File: src/rtl/bcd_clock_alarm_timer_stopwatch_assert.svh
// Assertion macros shared by the clock, alarm, countdown and stopwatch RTL.
`ifndef BCD_CLOCK_ALARM_TIMER_STOPWATCH_ASSERT_SVH
`define BCD_CLOCK_ALARM_TIMER_STOPWATCH_ASSERT_SVH

// Same-cycle implication, checked outside reset.
`define BCAT_ASSERT_NOW(label, ante, cons) \
  label: assert property (@(posedge clk) disable iff (!rst_n) (ante) |-> (cons)) \
    else $error("bcat: same-cycle check failed");

// Next-cycle implication, checked outside reset.
`define BCAT_ASSERT_NEXT(label, ante, cons) \
  label: assert property (@(posedge clk) disable iff (!rst_n) (ante) |=> (cons)) \
    else $error("bcat: next-cycle check failed");

`endif

File: src/rtl/bcat_pkg.sv
package bcat_pkg;

  // Digit positions of one time value.
  localparam int unsigned NUM_DIGITS = 6;
  localparam int unsigned SHOWN_W    = 23;
  localparam int unsigned PRESCALE_W = 8;

  // BCD counting limits.
  localparam logic [3:0] BCD_TEN         = 4'd10;
  localparam logic [3:0] TENS_BASE       = 4'd6;
  localparam logic [3:0] UNITS_MAX       = 4'd9;
  localparam logic [3:0] TENS_MAX        = 4'd5;
  localparam logic [3:0] HOUR_TENS_WRAP  = 4'd2;
  localparam logic [3:0] HOUR_UNITS_WRAP = 4'd4;

  localparam logic [PRESCALE_W-1:0] PRESCALE_RESET = 8'd60;

  typedef logic [3:0] bcd_t;
  typedef bcd_t [NUM_DIGITS-1:0] bcd_time_t;

  // Clock value after reset: 23:01:00.
  localparam bcd_time_t CLOCK_RESET = {4'd2, 4'd3, 4'd0, 4'd1, 4'd0, 4'd0};

  typedef enum logic [2:0] {
    OP_TICK          = 3'd0,
    OP_SET_ALARM     = 3'd1,
    OP_SET_COUNTDOWN = 3'd2,
    OP_TOGGLE_CD     = 3'd3,
    OP_TOGGLE_SW     = 3'd4,
    OP_CLEAR_SW      = 3'd5,
    OP_ALARM_ACK     = 3'd6
  } op_t;

  typedef enum logic [1:0] {
    VIEW_CLOCK     = 2'd0,
    VIEW_ALARM     = 2'd1,
    VIEW_COUNTDOWN = 2'd2,
    VIEW_STOPWATCH = 2'd3
  } view_t;

  // One input item.
  typedef struct packed {
    logic [2:0] op;
    view_t      view;
    logic [2:0] digit_index;
    logic [3:0] digit_value;
    logic       buttons_released;
  } item_t;

  // One result item.
  typedef struct packed {
    logic [SHOWN_W-1:0] shown_time;
    logic               alarm_ringing;
    logic               countdown_at_zero;
    logic               countdown_running;
    logic               stopwatch_running;
  } result_t;

  function automatic logic all_zero(bcd_time_t d);
    return (d == '0);
  endfunction

  // One-second increment with a 24-hour wrap.
  function automatic bcd_time_t count_up(bcd_time_t d);
    bcd_time_t r;
    r = d;
    r[0] = r[0] + 4'd1;
    if (r[0] >= BCD_TEN) begin
      r[0] = '0;
      r[1] = r[1] + 4'd1;
    end
    if (r[1] >= TENS_BASE) begin
      r[1] = '0;
      r[2] = r[2] + 4'd1;
    end
    if (r[2] >= BCD_TEN) begin
      r[2] = '0;
      r[3] = r[3] + 4'd1;
    end
    if (r[3] >= TENS_BASE) begin
      r[3] = '0;
      r[4] = r[4] + 4'd1;
    end
    if (r[4] >= BCD_TEN) begin
      r[4] = '0;
      r[5] = r[5] + 4'd1;
    end
    if (r[5] >= HOUR_TENS_WRAP && r[4] >= HOUR_UNITS_WRAP) begin
      r[5] = '0;
      r[4] = '0;
    end
    return r;
  endfunction

  // One-second decrement; a zero digit below the first nonzero one
  // reloads to its top value (nine for units, five for tens).
  function automatic bcd_time_t count_down(bcd_time_t d);
    bcd_time_t r;
    logic      borrow;
    r      = d;
    borrow = 1'b1;
    for (int k = 0; k < NUM_DIGITS; k++) begin
      if (borrow) begin
        if (d[k] != '0) begin
          r[k]   = d[k] - 4'd1;
          borrow = 1'b0;
        end else begin
          r[k] = (k % 2 == 1) ? TENS_MAX : UNITS_MAX;
        end
      end
    end
    return r;
  endfunction

  // Write one digit with clamping; positions above five leave d unchanged.
  function automatic bcd_time_t set_digit(bcd_time_t d, logic [2:0] idx, logic [3:0] val);
    bcd_time_t r;
    bcd_t      lim;
    r   = d;
    lim = idx[0] ? TENS_MAX : UNITS_MAX;
    for (int k = 0; k < NUM_DIGITS; k++) begin
      if (idx == 3'(k)) begin
        r[k] = (val > lim) ? lim : val;
      end
    end
    return r;
  endfunction

endpackage

File: src/rtl/bcat_core.sv
module bcat_core
  import bcat_pkg::*;
(
  input  logic                  clk,
  input  logic                  rst_n,
  input  logic                  cfg_we,
  input  logic [PRESCALE_W-1:0] cfg_wdata,
  input  logic                  fire,
  input  item_t                 item,
  output result_t               res
);

  `include "bcd_clock_alarm_timer_stopwatch_assert.svh"

  logic [PRESCALE_W-1:0] prescale_r;
  logic [PRESCALE_W-1:0] pcount_r, pcount_nxt;
  bcd_time_t             clock_r, clock_nxt;
  bcd_time_t             alarm_r, alarm_nxt;
  bcd_time_t             cdown_r, cdown_nxt;
  bcd_time_t             swatch_r, swatch_nxt;
  logic                  cd_on_r, cd_on_nxt;
  logic                  sw_on_r, sw_on_nxt;
  logic                  alarm_flag_r, alarm_flag_nxt;
  bcd_time_t             shown;

  // Event decode and next state for the item in the input register.
  always_comb begin
    pcount_nxt     = pcount_r;
    clock_nxt      = clock_r;
    alarm_nxt      = alarm_r;
    cdown_nxt      = cdown_r;
    swatch_nxt     = swatch_r;
    cd_on_nxt      = cd_on_r;
    sw_on_nxt      = sw_on_r;
    alarm_flag_nxt = alarm_flag_r;
    unique case (item.op)
      OP_TICK: begin
        // The countdown counts only with its view up and the buttons released.
        if (cd_on_r && item.view == VIEW_COUNTDOWN && item.buttons_released) begin
          if (all_zero(cdown_r)) begin
            cd_on_nxt = 1'b0;
          end else begin
            cdown_nxt = count_down(cdown_r);
            if (all_zero(cdown_nxt)) begin
              cd_on_nxt = 1'b0;
            end
          end
        end
        if (sw_on_r && item.view == VIEW_STOPWATCH) begin
          swatch_nxt = count_up(swatch_r);
        end
        // The clock advances once per prescale period.
        if ({1'b0, pcount_r} + 9'd1 >= {1'b0, prescale_r}) begin
          pcount_nxt = '0;
          clock_nxt  = count_up(clock_r);
        end else begin
          pcount_nxt = pcount_r + 8'd1;
        end
        if (clock_nxt == alarm_r) begin
          alarm_flag_nxt = 1'b1;
        end
      end
      OP_SET_ALARM: begin
        alarm_nxt = set_digit(alarm_r, item.digit_index, item.digit_value);
      end
      OP_SET_COUNTDOWN: begin
        if (!cd_on_r) begin
          cdown_nxt = set_digit(cdown_r, item.digit_index, item.digit_value);
        end
      end
      OP_TOGGLE_CD: begin
        if (!all_zero(cdown_r)) begin
          cd_on_nxt = !cd_on_r;
        end
      end
      OP_TOGGLE_SW: begin
        sw_on_nxt = !sw_on_r;
      end
      OP_CLEAR_SW: begin
        swatch_nxt = '0;
      end
      OP_ALARM_ACK: begin
        alarm_flag_nxt = 1'b0;
      end
      default: begin
      end
    endcase
  end

  // The result reflects the state after this item.
  always_comb begin
    unique case (item.view)
      VIEW_CLOCK:     shown = clock_nxt;
      VIEW_ALARM:     shown = alarm_nxt;
      VIEW_COUNTDOWN: shown = cdown_nxt;
      VIEW_STOPWATCH: shown = swatch_nxt;
      default:        shown = swatch_nxt;
    endcase
    res.shown_time        = SHOWN_W'(shown);
    res.alarm_ringing     = alarm_flag_nxt;
    res.countdown_at_zero = all_zero(cdown_nxt);
    res.countdown_running = cd_on_nxt;
    res.stopwatch_running = sw_on_nxt;
  end

  // Prescale register: user writes only while the block is idle; not enforced.
  always_ff @(posedge clk) begin
    if (!rst_n) begin
      prescale_r <= PRESCALE_RESET;
    end else if (cfg_we) begin
      prescale_r <= cfg_wdata;
    end
  end

  // State registers update once per item.
  always_ff @(posedge clk) begin
    if (!rst_n) begin
      pcount_r     <= '0;
      clock_r      <= CLOCK_RESET;
      alarm_r      <= '0;
      cdown_r      <= '0;
      swatch_r     <= '0;
      cd_on_r      <= 1'b0;
      sw_on_r      <= 1'b0;
      alarm_flag_r <= 1'b0;
    end else if (fire) begin
      pcount_r     <= pcount_nxt;
      clock_r      <= clock_nxt;
      alarm_r      <= alarm_nxt;
      cdown_r      <= cdown_nxt;
      swatch_r     <= swatch_nxt;
      cd_on_r      <= cd_on_nxt;
      sw_on_r      <= sw_on_nxt;
      alarm_flag_r <= alarm_flag_nxt;
    end
  end

  // A running countdown always has time left on it.
  `BCAT_ASSERT_NOW(a_cd_running_nonzero, cd_on_r, !all_zero(cdown_r))
  // The alarm flag rises only through a tick.
  `BCAT_ASSERT_NOW(a_alarm_from_tick, $rose(alarm_flag_r), $past(fire && item.op == OP_TICK))
  // The stopwatch holds its value between items.
  `BCAT_ASSERT_NEXT(a_sw_holds, !fire, $stable(swatch_r))
  // The clock never shows an hour past 23.
  `BCAT_ASSERT_NOW(a_clock_hours, clock_r[5] == HOUR_TENS_WRAP, clock_r[4] < HOUR_UNITS_WRAP)

endmodule

File: src/rtl/bcd_clock_alarm_timer_stopwatch.sv
// Channel   | Handshake           | Payload
// ----------+---------------------+------------------------------------------------
// input     | in_valid, in_stall  | in_op, in_view, in_digit_index, in_digit_value,
//           |                     | in_buttons_released
// result    | out_valid, out_stall| out_shown_time, out_alarm_ringing,
//           |                     | out_countdown_at_zero, out_countdown_running,
//           |                     | out_stopwatch_running
// config    | cfg_we              | cfg_wdata (clock prescale)
//
// One item per cycle while out_stall is low.
// The input register feeds one pass of BCD update logic into the result register.
// A held result stalls a full input register; in_stall follows out_stall in that cycle.
// Synchronous active-low reset: clock 23:01:00, prescale 60, other state zero.
module bcd_clock_alarm_timer_stopwatch
  import bcat_pkg::*;
(
  input  logic                  clk,
  input  logic                  rst_n,
  input  logic                  cfg_we,
  input  logic [PRESCALE_W-1:0] cfg_wdata,
  input  logic                  in_valid,
  output logic                  in_stall,
  input  logic [2:0]            in_op,
  input  logic [1:0]            in_view,
  input  logic [2:0]            in_digit_index,
  input  logic [3:0]            in_digit_value,
  input  logic                  in_buttons_released,
  output logic                  out_valid,
  input  logic                  out_stall,
  output logic [SHOWN_W-1:0]    out_shown_time,
  output logic                  out_alarm_ringing,
  output logic                  out_countdown_at_zero,
  output logic                  out_countdown_running,
  output logic                  out_stopwatch_running
);

  logic    in_valid_r;
  item_t   item_r;
  logic    out_valid_r;
  result_t res_r;
  result_t res;
  logic    res_load;
  logic    fire;

  // The result register takes a new item when it is empty or being drained.
  assign res_load = !out_valid_r || !out_stall;
  assign fire     = in_valid_r && res_load;
  assign in_stall = in_valid_r && !res_load;

  // Input register.
  always_ff @(posedge clk) begin
    if (!rst_n) begin
      in_valid_r <= 1'b0;
    end else if (!in_stall) begin
      in_valid_r <= in_valid;
    end
  end

  always_ff @(posedge clk) begin
    if (!in_stall && in_valid) begin
      item_r.op               <= in_op;
      item_r.view             <= view_t'(in_view);
      item_r.digit_index      <= in_digit_index;
      item_r.digit_value      <= in_digit_value;
      item_r.buttons_released <= in_buttons_released;
    end
  end

  bcat_core u_core (
    .clk       (clk),
    .rst_n     (rst_n),
    .cfg_we    (cfg_we),
    .cfg_wdata (cfg_wdata),
    .fire      (fire),
    .item      (item_r),
    .res       (res)
  );

  // Result register.
  always_ff @(posedge clk) begin
    if (!rst_n) begin
      out_valid_r <= 1'b0;
    end else if (res_load) begin
      out_valid_r <= in_valid_r;
    end
  end

  always_ff @(posedge clk) begin
    if (fire) begin
      res_r <= res;
    end
  end

  assign out_valid             = out_valid_r;
  assign out_shown_time        = res_r.shown_time;
  assign out_alarm_ringing     = res_r.alarm_ringing;
  assign out_countdown_at_zero = res_r.countdown_at_zero;
  assign out_countdown_running = res_r.countdown_running;
  assign out_stopwatch_running = res_r.stopwatch_running;

endmodule

File: config.mk
export PLATFORM = sky130hd
export DESIGN_NAME = bcd_clock_alarm_timer_stopwatch
export DESIGN_NICKNAME = d
export VERILOG_FILES = /design/src/rtl/bcat_pkg.sv /design/src/rtl/bcat_core.sv /design/src/rtl/bcd_clock_alarm_timer_stopwatch.sv
export VERILOG_INCLUDE_DIRS = /design/src /design/src/rtl
export SDC_FILE = /design/constraint.sdc
export NUM_CORES = 1
export LEC_CHECK = 0
export BUFFER_PORTS_ARGS = -buffer_cell sky130_fd_sc_hd__buf_2
export CAP_MARGIN = 20
export CORE_MARGIN = 1
export CORE_UTILIZATION = 34
export DETAILED_ROUTE_END_ITERATION = 10
export GPL_ROUTABILITY_DRIVEN = 0
export SYNTH_ARGS = -nofsm -noshare
export SYNTH_HDL_FRONTEND = slang
export SYNTH_HIERARCHICAL = 1
export SYNTH_SLANG_ARGS = --single-unit
export TNS_END_PERCENT = 30
File: constraint.sdc
create_clock -name clk -period 5.6 [get_ports clk]
set_clock_uncertainty 0.2 [all_clocks]
set_input_delay 0.84 -clock clk [delete_from_list [all_inputs] [get_ports clk]]
set_output_delay 0.84 -clock clk [all_outputs]
set_load 0.05 [all_outputs]
==> results of run 1 <==
[cells in the mapped netlist, types with 13 or more instances]
cell type  instances
clkbuf_1          78
ha_1              26
mux2i_1           47
o21ai_0          113
a31oi_1           26
nand4_1           18
nand3_1           51
nor2b_1           13
nor4_1            15
xor2_1            30
dfxtp_1          117
and3_1            15
a21oi_1          117
nor2_1           226
nor3_1            38
xnor2_1           21
a22oi_1           14
inv_1             31
a211oi_1          24
o211ai_1          18
nand2_1          167
edfxtp_1          40
[placed cells by master (no fill, tap or decap), types with 6 or more instances in the layout]
cell type    n
a21o_1       8
o211ai_1    18
o21ai_0    113
xnor2_1     21
clkbuf_16   17
a21oi_1    117
a311oi_1     8
nor3_1      37
a32oi_1     11
dfxtp_1    117
or3_1       11
a22oi_1     14
o22ai_1      6
o21a_1       6
inv_1       30
nand2b_1    10
nand2_1    167
buf_2       54
mux2i_1     47
o31ai_1      7
nor2b_1     13
and3_1      15
mux2_2       6
edfxtp_1    40
ha_1        26
buf_4       24
nand4_1     18
a31oi_1     26
xor2_1      30
nor2_1     226
a211oi_1    24
or2_2       10
mux4_2       9
nand3_1     51
nor4_1      15
o211a_1      6
[routing by layer]
layer | wire length (um) | part of all wire | vias to the layer above | global-route usage
li1 | - | - | 5452 | -
met1 | 17030 | 0.45 | 5421 | 0.3053
met2 | 16510 | 0.44 | 471 | 0.3383
met3 | 2564 | 0.068 | 79 | 0.03952
met4 | 1445 | 0.038 | 0 | 0.09917
met5 | 0 | 0 | - | 0
[report_power, final]
part,leakage [nW],switching [mW],total [mW],internal (mW)
clock network,0.257,0.542,1.12,0.577
logic,2.97,0.274,0.392,0.117
registers,1.33,0.0349,1.23,1.20
[metrics by stage]
stage,hold slack [ps],utilization,total power [mW],setup WS (ps),cells
after global routing,320.9,0.3802,2.851,198.6,1938
after detailed placement,269.0,0.3632,1.643,513.7,1903
after floorplan,249.2,-,1.523,886.9,1489
final,278.7,0.3802,2.744,410.3,1938
after global placement,264.0,0.3632,1.640,709.2,1903
after CTS,278.8,0.3797,2.757,484.7,1935
[tightest hold or removal path, delay by kind of cell (launching register included)]
kind             cells  cell delay [ps]
AO/OA/AOI/OAI        1               50
AND/OR/NAND/NOR      1               60
flip-flops           1              330
[registers in the layout, summed over array words and instances (netlist names), 8 cells and up]
register           count
u_core/cdown_r        24
out_shown_time        23
u_core/clock_r        24
u_core/pcount_r        8
item_r                13
u_core/alarm_r        24
u_core/swatch_r       24
u_core/prescale_r      8
[final cells by class]
cell class / instances / area (um^2)
Multi-Input combinational cell: 1194 / 7244
Inverter: 33 / 123.9
Fill cell: 3444 / 20320
Timing Repair Buffer: 80 / 460.4
Clock buffer: 18 / 429.2
Sequential cell: 157 / 3543
Tap cell: 442 / 553.0
Clock inverter: 14 / 110.1
[final timing paths]
path	start	end	slack (ps)	cells after the start
worst max register to register	u_core/clock_r[1]	u_core/alarm_flag_r	410	15
worst max-delay path	u_core/clock_r[1]	u_core/alarm_flag_r	410	15
worst min register to register	u_core/pcount_r[1]	u_core/pcount_r[1]	280	2
worst min-delay path	u_core/pcount_r[1]	u_core/pcount_r[1]	280	2
[cell families (layout without fill, tap and decap cells)]
group | count (synthesis) | count (layout) | share of synthesized area
DFF | 157 | 157 | 0.3101
muxes | 62 | 62 | 0.06482
adders and majority gates | 26 | 26 | 0.02847
AOI/OAI and AO/OA | 435 | 435 | 0.2461
and+or+nand+nor | 619 | 619 | 0.2526
xor gates and xnor gates | 52 | 52 | 0.04051
buffers and inverters | 138 | 145 | 0.05738
==> metrics, run 1 <==
status=finished, final reports clean; synthesized flop and latch total=~160; Slew HR=0.3719; area post-placement=0.01191 mm^2; gr ovfl total=0; PortBufs=54; max-slew violation count=0; Starting DRT DRC Count=1,407; clk buf depth=2; worst hold path class=flip-flop to flip-flop; CTS H-Tree Depth=4; crit path max-delay cell type=or4_4; top post-synthesis cells by area=dfxtp_1, edfxtp_1, nor2_1, nand2_1, a21oi_1; CTS Buf Count=17; delay-heaviest family, CP=simple AND/OR/NAND/NOR gates; Rows=66; RSZ-0062 raised after global routing=no; Worst Setup End Kind=flip-flop; Final HPWL DP=26,520 um; Synth async-reset ratio=0; Pleak=about 4.6 nW; Root Driver=clkbuf_16; Max rail drop VDD=0.2503 mV; # DRC=0; area of the die=0.03435 mm^2; area leader, netlist=dfxtp_1; DRT Pass-1 Iters=6; Worst Path Buf+Inv=1; Crit path required time=5730 ps; post-synth top area share=0.2050; number of flops mapped to enable cells by yosys=40; Post-Layout Inst Area=between 0.01 and 0.015 mm^2; Setup TNS=0 ps; Starting Density=0.3486; Layout area overhead=9.077%; register area share after synthesis=0.3101; Critical Path AT=5320 ps; synthesized area=0.01143 mm^2; diode count=0; Layout Nets=1,535; CTS resizes=0; Max Cap Viol=0; CP cell instances=inv_1 > ha_1 > nand2b_4 > or2_1 > and4_4 > or4_4 > o211a_1 > o22ai_4 > mux2i_1 > or4_4 > a211oi_4 > mux2i_1 > o211ai_1 > or4b_4 > o41ai_2; initial antenna violation count=0; clock latency at the later pin of the worst-skew pair=440 ps; worst slew pin tran=between 900 and 1000 ps; P per Cell Area=220.2 mW/mm^2; startpoint type of the worst setup path=flip-flop; # IOs=55; count of cell types in the netlist=96; DR vias=11,423; fin crit period=5190 ps; Die W=185.3 um; Clock Sinks=157; cts hold-fix bufs=0; Mapped Cells=approximately 1,500; Final setup viols=0; Fin. Hold Viols=0; CP peak stage delay=approximately 560 ps; Highest Clock Rate=between 150 and 200 MHz; CTS tree=done; total track usage=0.2226; clock-pin slew on the worst setup and hold paths=approximately 80 ps; share of layout cells above drive strength 1=0.1083; Avg Inst Size Synth=7.674 um^2; final wirelength=37,550 um; crit path kind=flip-flop to flip-flop; Die Y=185.3 um; vias in the first global route=10,518; Post-CTS Setup Bufs=0; Via-to-Cell Ratio=5.894; final cycle utilization of the critical path=0.9267; largest net degree at the start of global routing=56; routed length per instance=19.37 um; global-route wire length before repair=59,390 um; CP Max Fanout=10; post-synth net total=1,541; Ys Warns=6; DRT antenna net count=0; core area=0.03278 mm^2; Most used DFF post-synth=dfxtp_1
No activity file was read; power rests on OpenSTA's default activity.
==> run 2, diff against run 1 <==
Settings changed: PLACE_DENSITY_LB_ADDON from default to 0.3, REMOVE_ABC_BUFFERS from default to 1.
==> metrics, run 2 (synthesized netlist as in run 1, its figures left out) <==
gr ovfl total=0; DRT antenna net count=0; Slew HR=0.2980; Starting Density=0.3486; worst r2r src=u_core/clock_r[1]; fin crit period=5090 ps; Crit path required time=5740 ps; RSZ-0062 raised after global routing=no; final cycle utilization of the critical path=0.9090; Fin. Hold Viols=0; CP startpoint=u_core/clock_r[1]; Rows=66; crit path kind=flip-flop to flip-flop; Final Util=0.3815; Via-to-Cell Ratio=5.888; global-route wire length before repair=57,540 um; diode count=0; Final HPWL DP=between 20,000 and 30,000 um; # DRC=0; CTS tree=done; PortBufs=54; CTS H-Tree Depth=4; Power, Total=roughly 2.8 mW; status=finished, final reports clean; worst hold path class=flip-flop to flip-flop; P per Cell Area=224.8 mW/mm^2; Highest Clock Rate=196.5 MHz; CP Max Fanout=10; Layout area overhead=9.460%; max-slew violation count=0; vias in the first global route=10,111; multi-input combinational cell area=0.007244 mm^2; routed length per instance=around 19 um; Final setup viols=0; core area=between 0.03 and 0.04 mm^2; most frequent cells in the layout=nor2_1, nand2_1, a21oi_1, dfxtp_1, o21ai_0; share of layout cells above drive strength 1=0.1079; hold wc startpoint=u_core/pcount_r[1]; area post-placement=0.01192 mm^2; CTS Buf Count=17; DRT Pass-1 Iters=6; Layout Nets=1,531; Reg2Reg Depth=15; sequential cell fraction of total power=0.438; Logic pwr share=0.138; Root Driver=clkbuf_16; Starting DRT DRC Count=1,164; cts hold-fix bufs=0; crit path to=u_core/alarm_flag_r; final wirelength=37,230 um; Clock power frac=0.424; internal power=1.920 mW; total track usage=0.2174; startpoint type of the worst setup path=flip-flop; worst slew pin tran=1052 ps; Post-Layout Inst Area=0.01251 mm^2; CTS resizes=0; Die W=185.3 um; r2r setup slk=roughly 510 ps; # IOs=55; area of the die=about 0.034 mm^2; clk buf depth=2; Worst Setup End Kind=flip-flop; worst r2r dst=u_core/alarm_flag_r; P_sw=0.8915 mW; clock-pin slew on the worst setup and hold paths=70 ps; initial antenna violation count=0; Clock Sinks=157; Max Cap Viol=0; clock latency at the later pin of the worst-skew pair=450 ps; Pleak=between 4 and 5 nW; Die Y=185.3 um; commonest non-fill, non-tap cell in the layout=nor2_1; fillcell total=3,415; Max rail drop VDD=roughly 0.26 mV; largest net degree at the start of global routing=97; Post-CTS Setup Bufs=0; DR vias=11,387; Fin Hold WS=roughly 290 ps; Switching Fraction=0.3171; register area=0.003543 mm^2; Critical Path AT=about 5200 ps
[run 2: cell types whose count changed in the layout (fill, tap and decap cells not counted), moves of 2 or more]
cell / delta
buf_4: -4
clkbuf_2: -2
clkinv_1: -2
clkinv_8: +2
clkinvlp_4: -2
inv_6: -2
inv_8: +5
[run 2: worst max-delay path: stages, from the launching register on]
cell and delay (ps):
dfxtp_1 420, inv_1 90, ha_1 340, nand2b_4 60, or2_1 350, and4_4 220
or4_4 540, o211a_1 250, o22ai_4 350, mux2i_1 190, or4_4 540, a211oi_4 370
mux2i_1 230, o211ai_1 100, or4b_4 540, o41ai_2 200
[run 2: power by group through the flow]
stage | Sequential, mW | Combinational, mW | Clock [mW]
2_1_floorplan | 1.30 | 0.212 | 0
5_1_grt | 1.24 | 0.418 | 1.27
6_report | 1.23 | 0.387 | 1.19
4_1_cts | 1.23 | 0.384 | 1.23
3_5_place_dp | 1.26 | 0.382 | 0
3_3_place_gp | 1.26 | 0.380 | 0
[run 2: area by class of cell]
| cell class | count | share of cell area |
|---|---|---|
| Sequential cell | 157 | 0.2833 |
| Clock inverter | 15 | 0.01330 |
| Inverter | 33 | 0.009903 |
| Timing Repair Buffer | 76 | 0.03611 |
| Multi-Input combinational cell | 1194 | 0.5792 |
| Clock buffer | 17 | 0.03401 |
| Tap cell | 442 | 0.04421 |
[run 2: metal layers]
| layer | up-vias | global-route usage | wire length [um] | part of all wire |
|---|---|---|---|---|
| met5 | - | 0 | 0 | 0 |
| met4 | 0 | 0.07537 | 982 | 0.026 |
| met3 | 57 | 0.03578 | 2607 | 0.070 |
| met2 | 461 | 0.3506 | 17170 | 0.46 |
| met1 | 5431 | 0.2914 | 16470 | 0.44 |
| li1 | 5438 | - | - | - |
[run 2: how the worst min path moves through the flow]
stage	endpoint	slack, ps	cells past startpoint
2_1_floorplan	u_core/pcount_r[1]	250	2
6_report	u_core/pcount_r[1]	290	2
3_5_place_dp	u_core/pcount_r[1]	270	2
5_1_grt	u_core/prescale_r[6]	330	2
4_1_cts	u_core/pcount_r[1]	280	2
3_3_place_gp	u_core/pcount_r[1]	270	2
[run 2: metrics by stage]
stage / std cells / TNS, ps / setup slack [ps]
floorplan: 1384 / -544660 / -6280
global placement: 1901 / 0 / 700.9
detailed placement: 1902 / 0 / 590.8
CTS: 1934 / 0 / 546.2
global route: 1934 / 0 / 145.8
finish: 1934 / 0 / 509.7
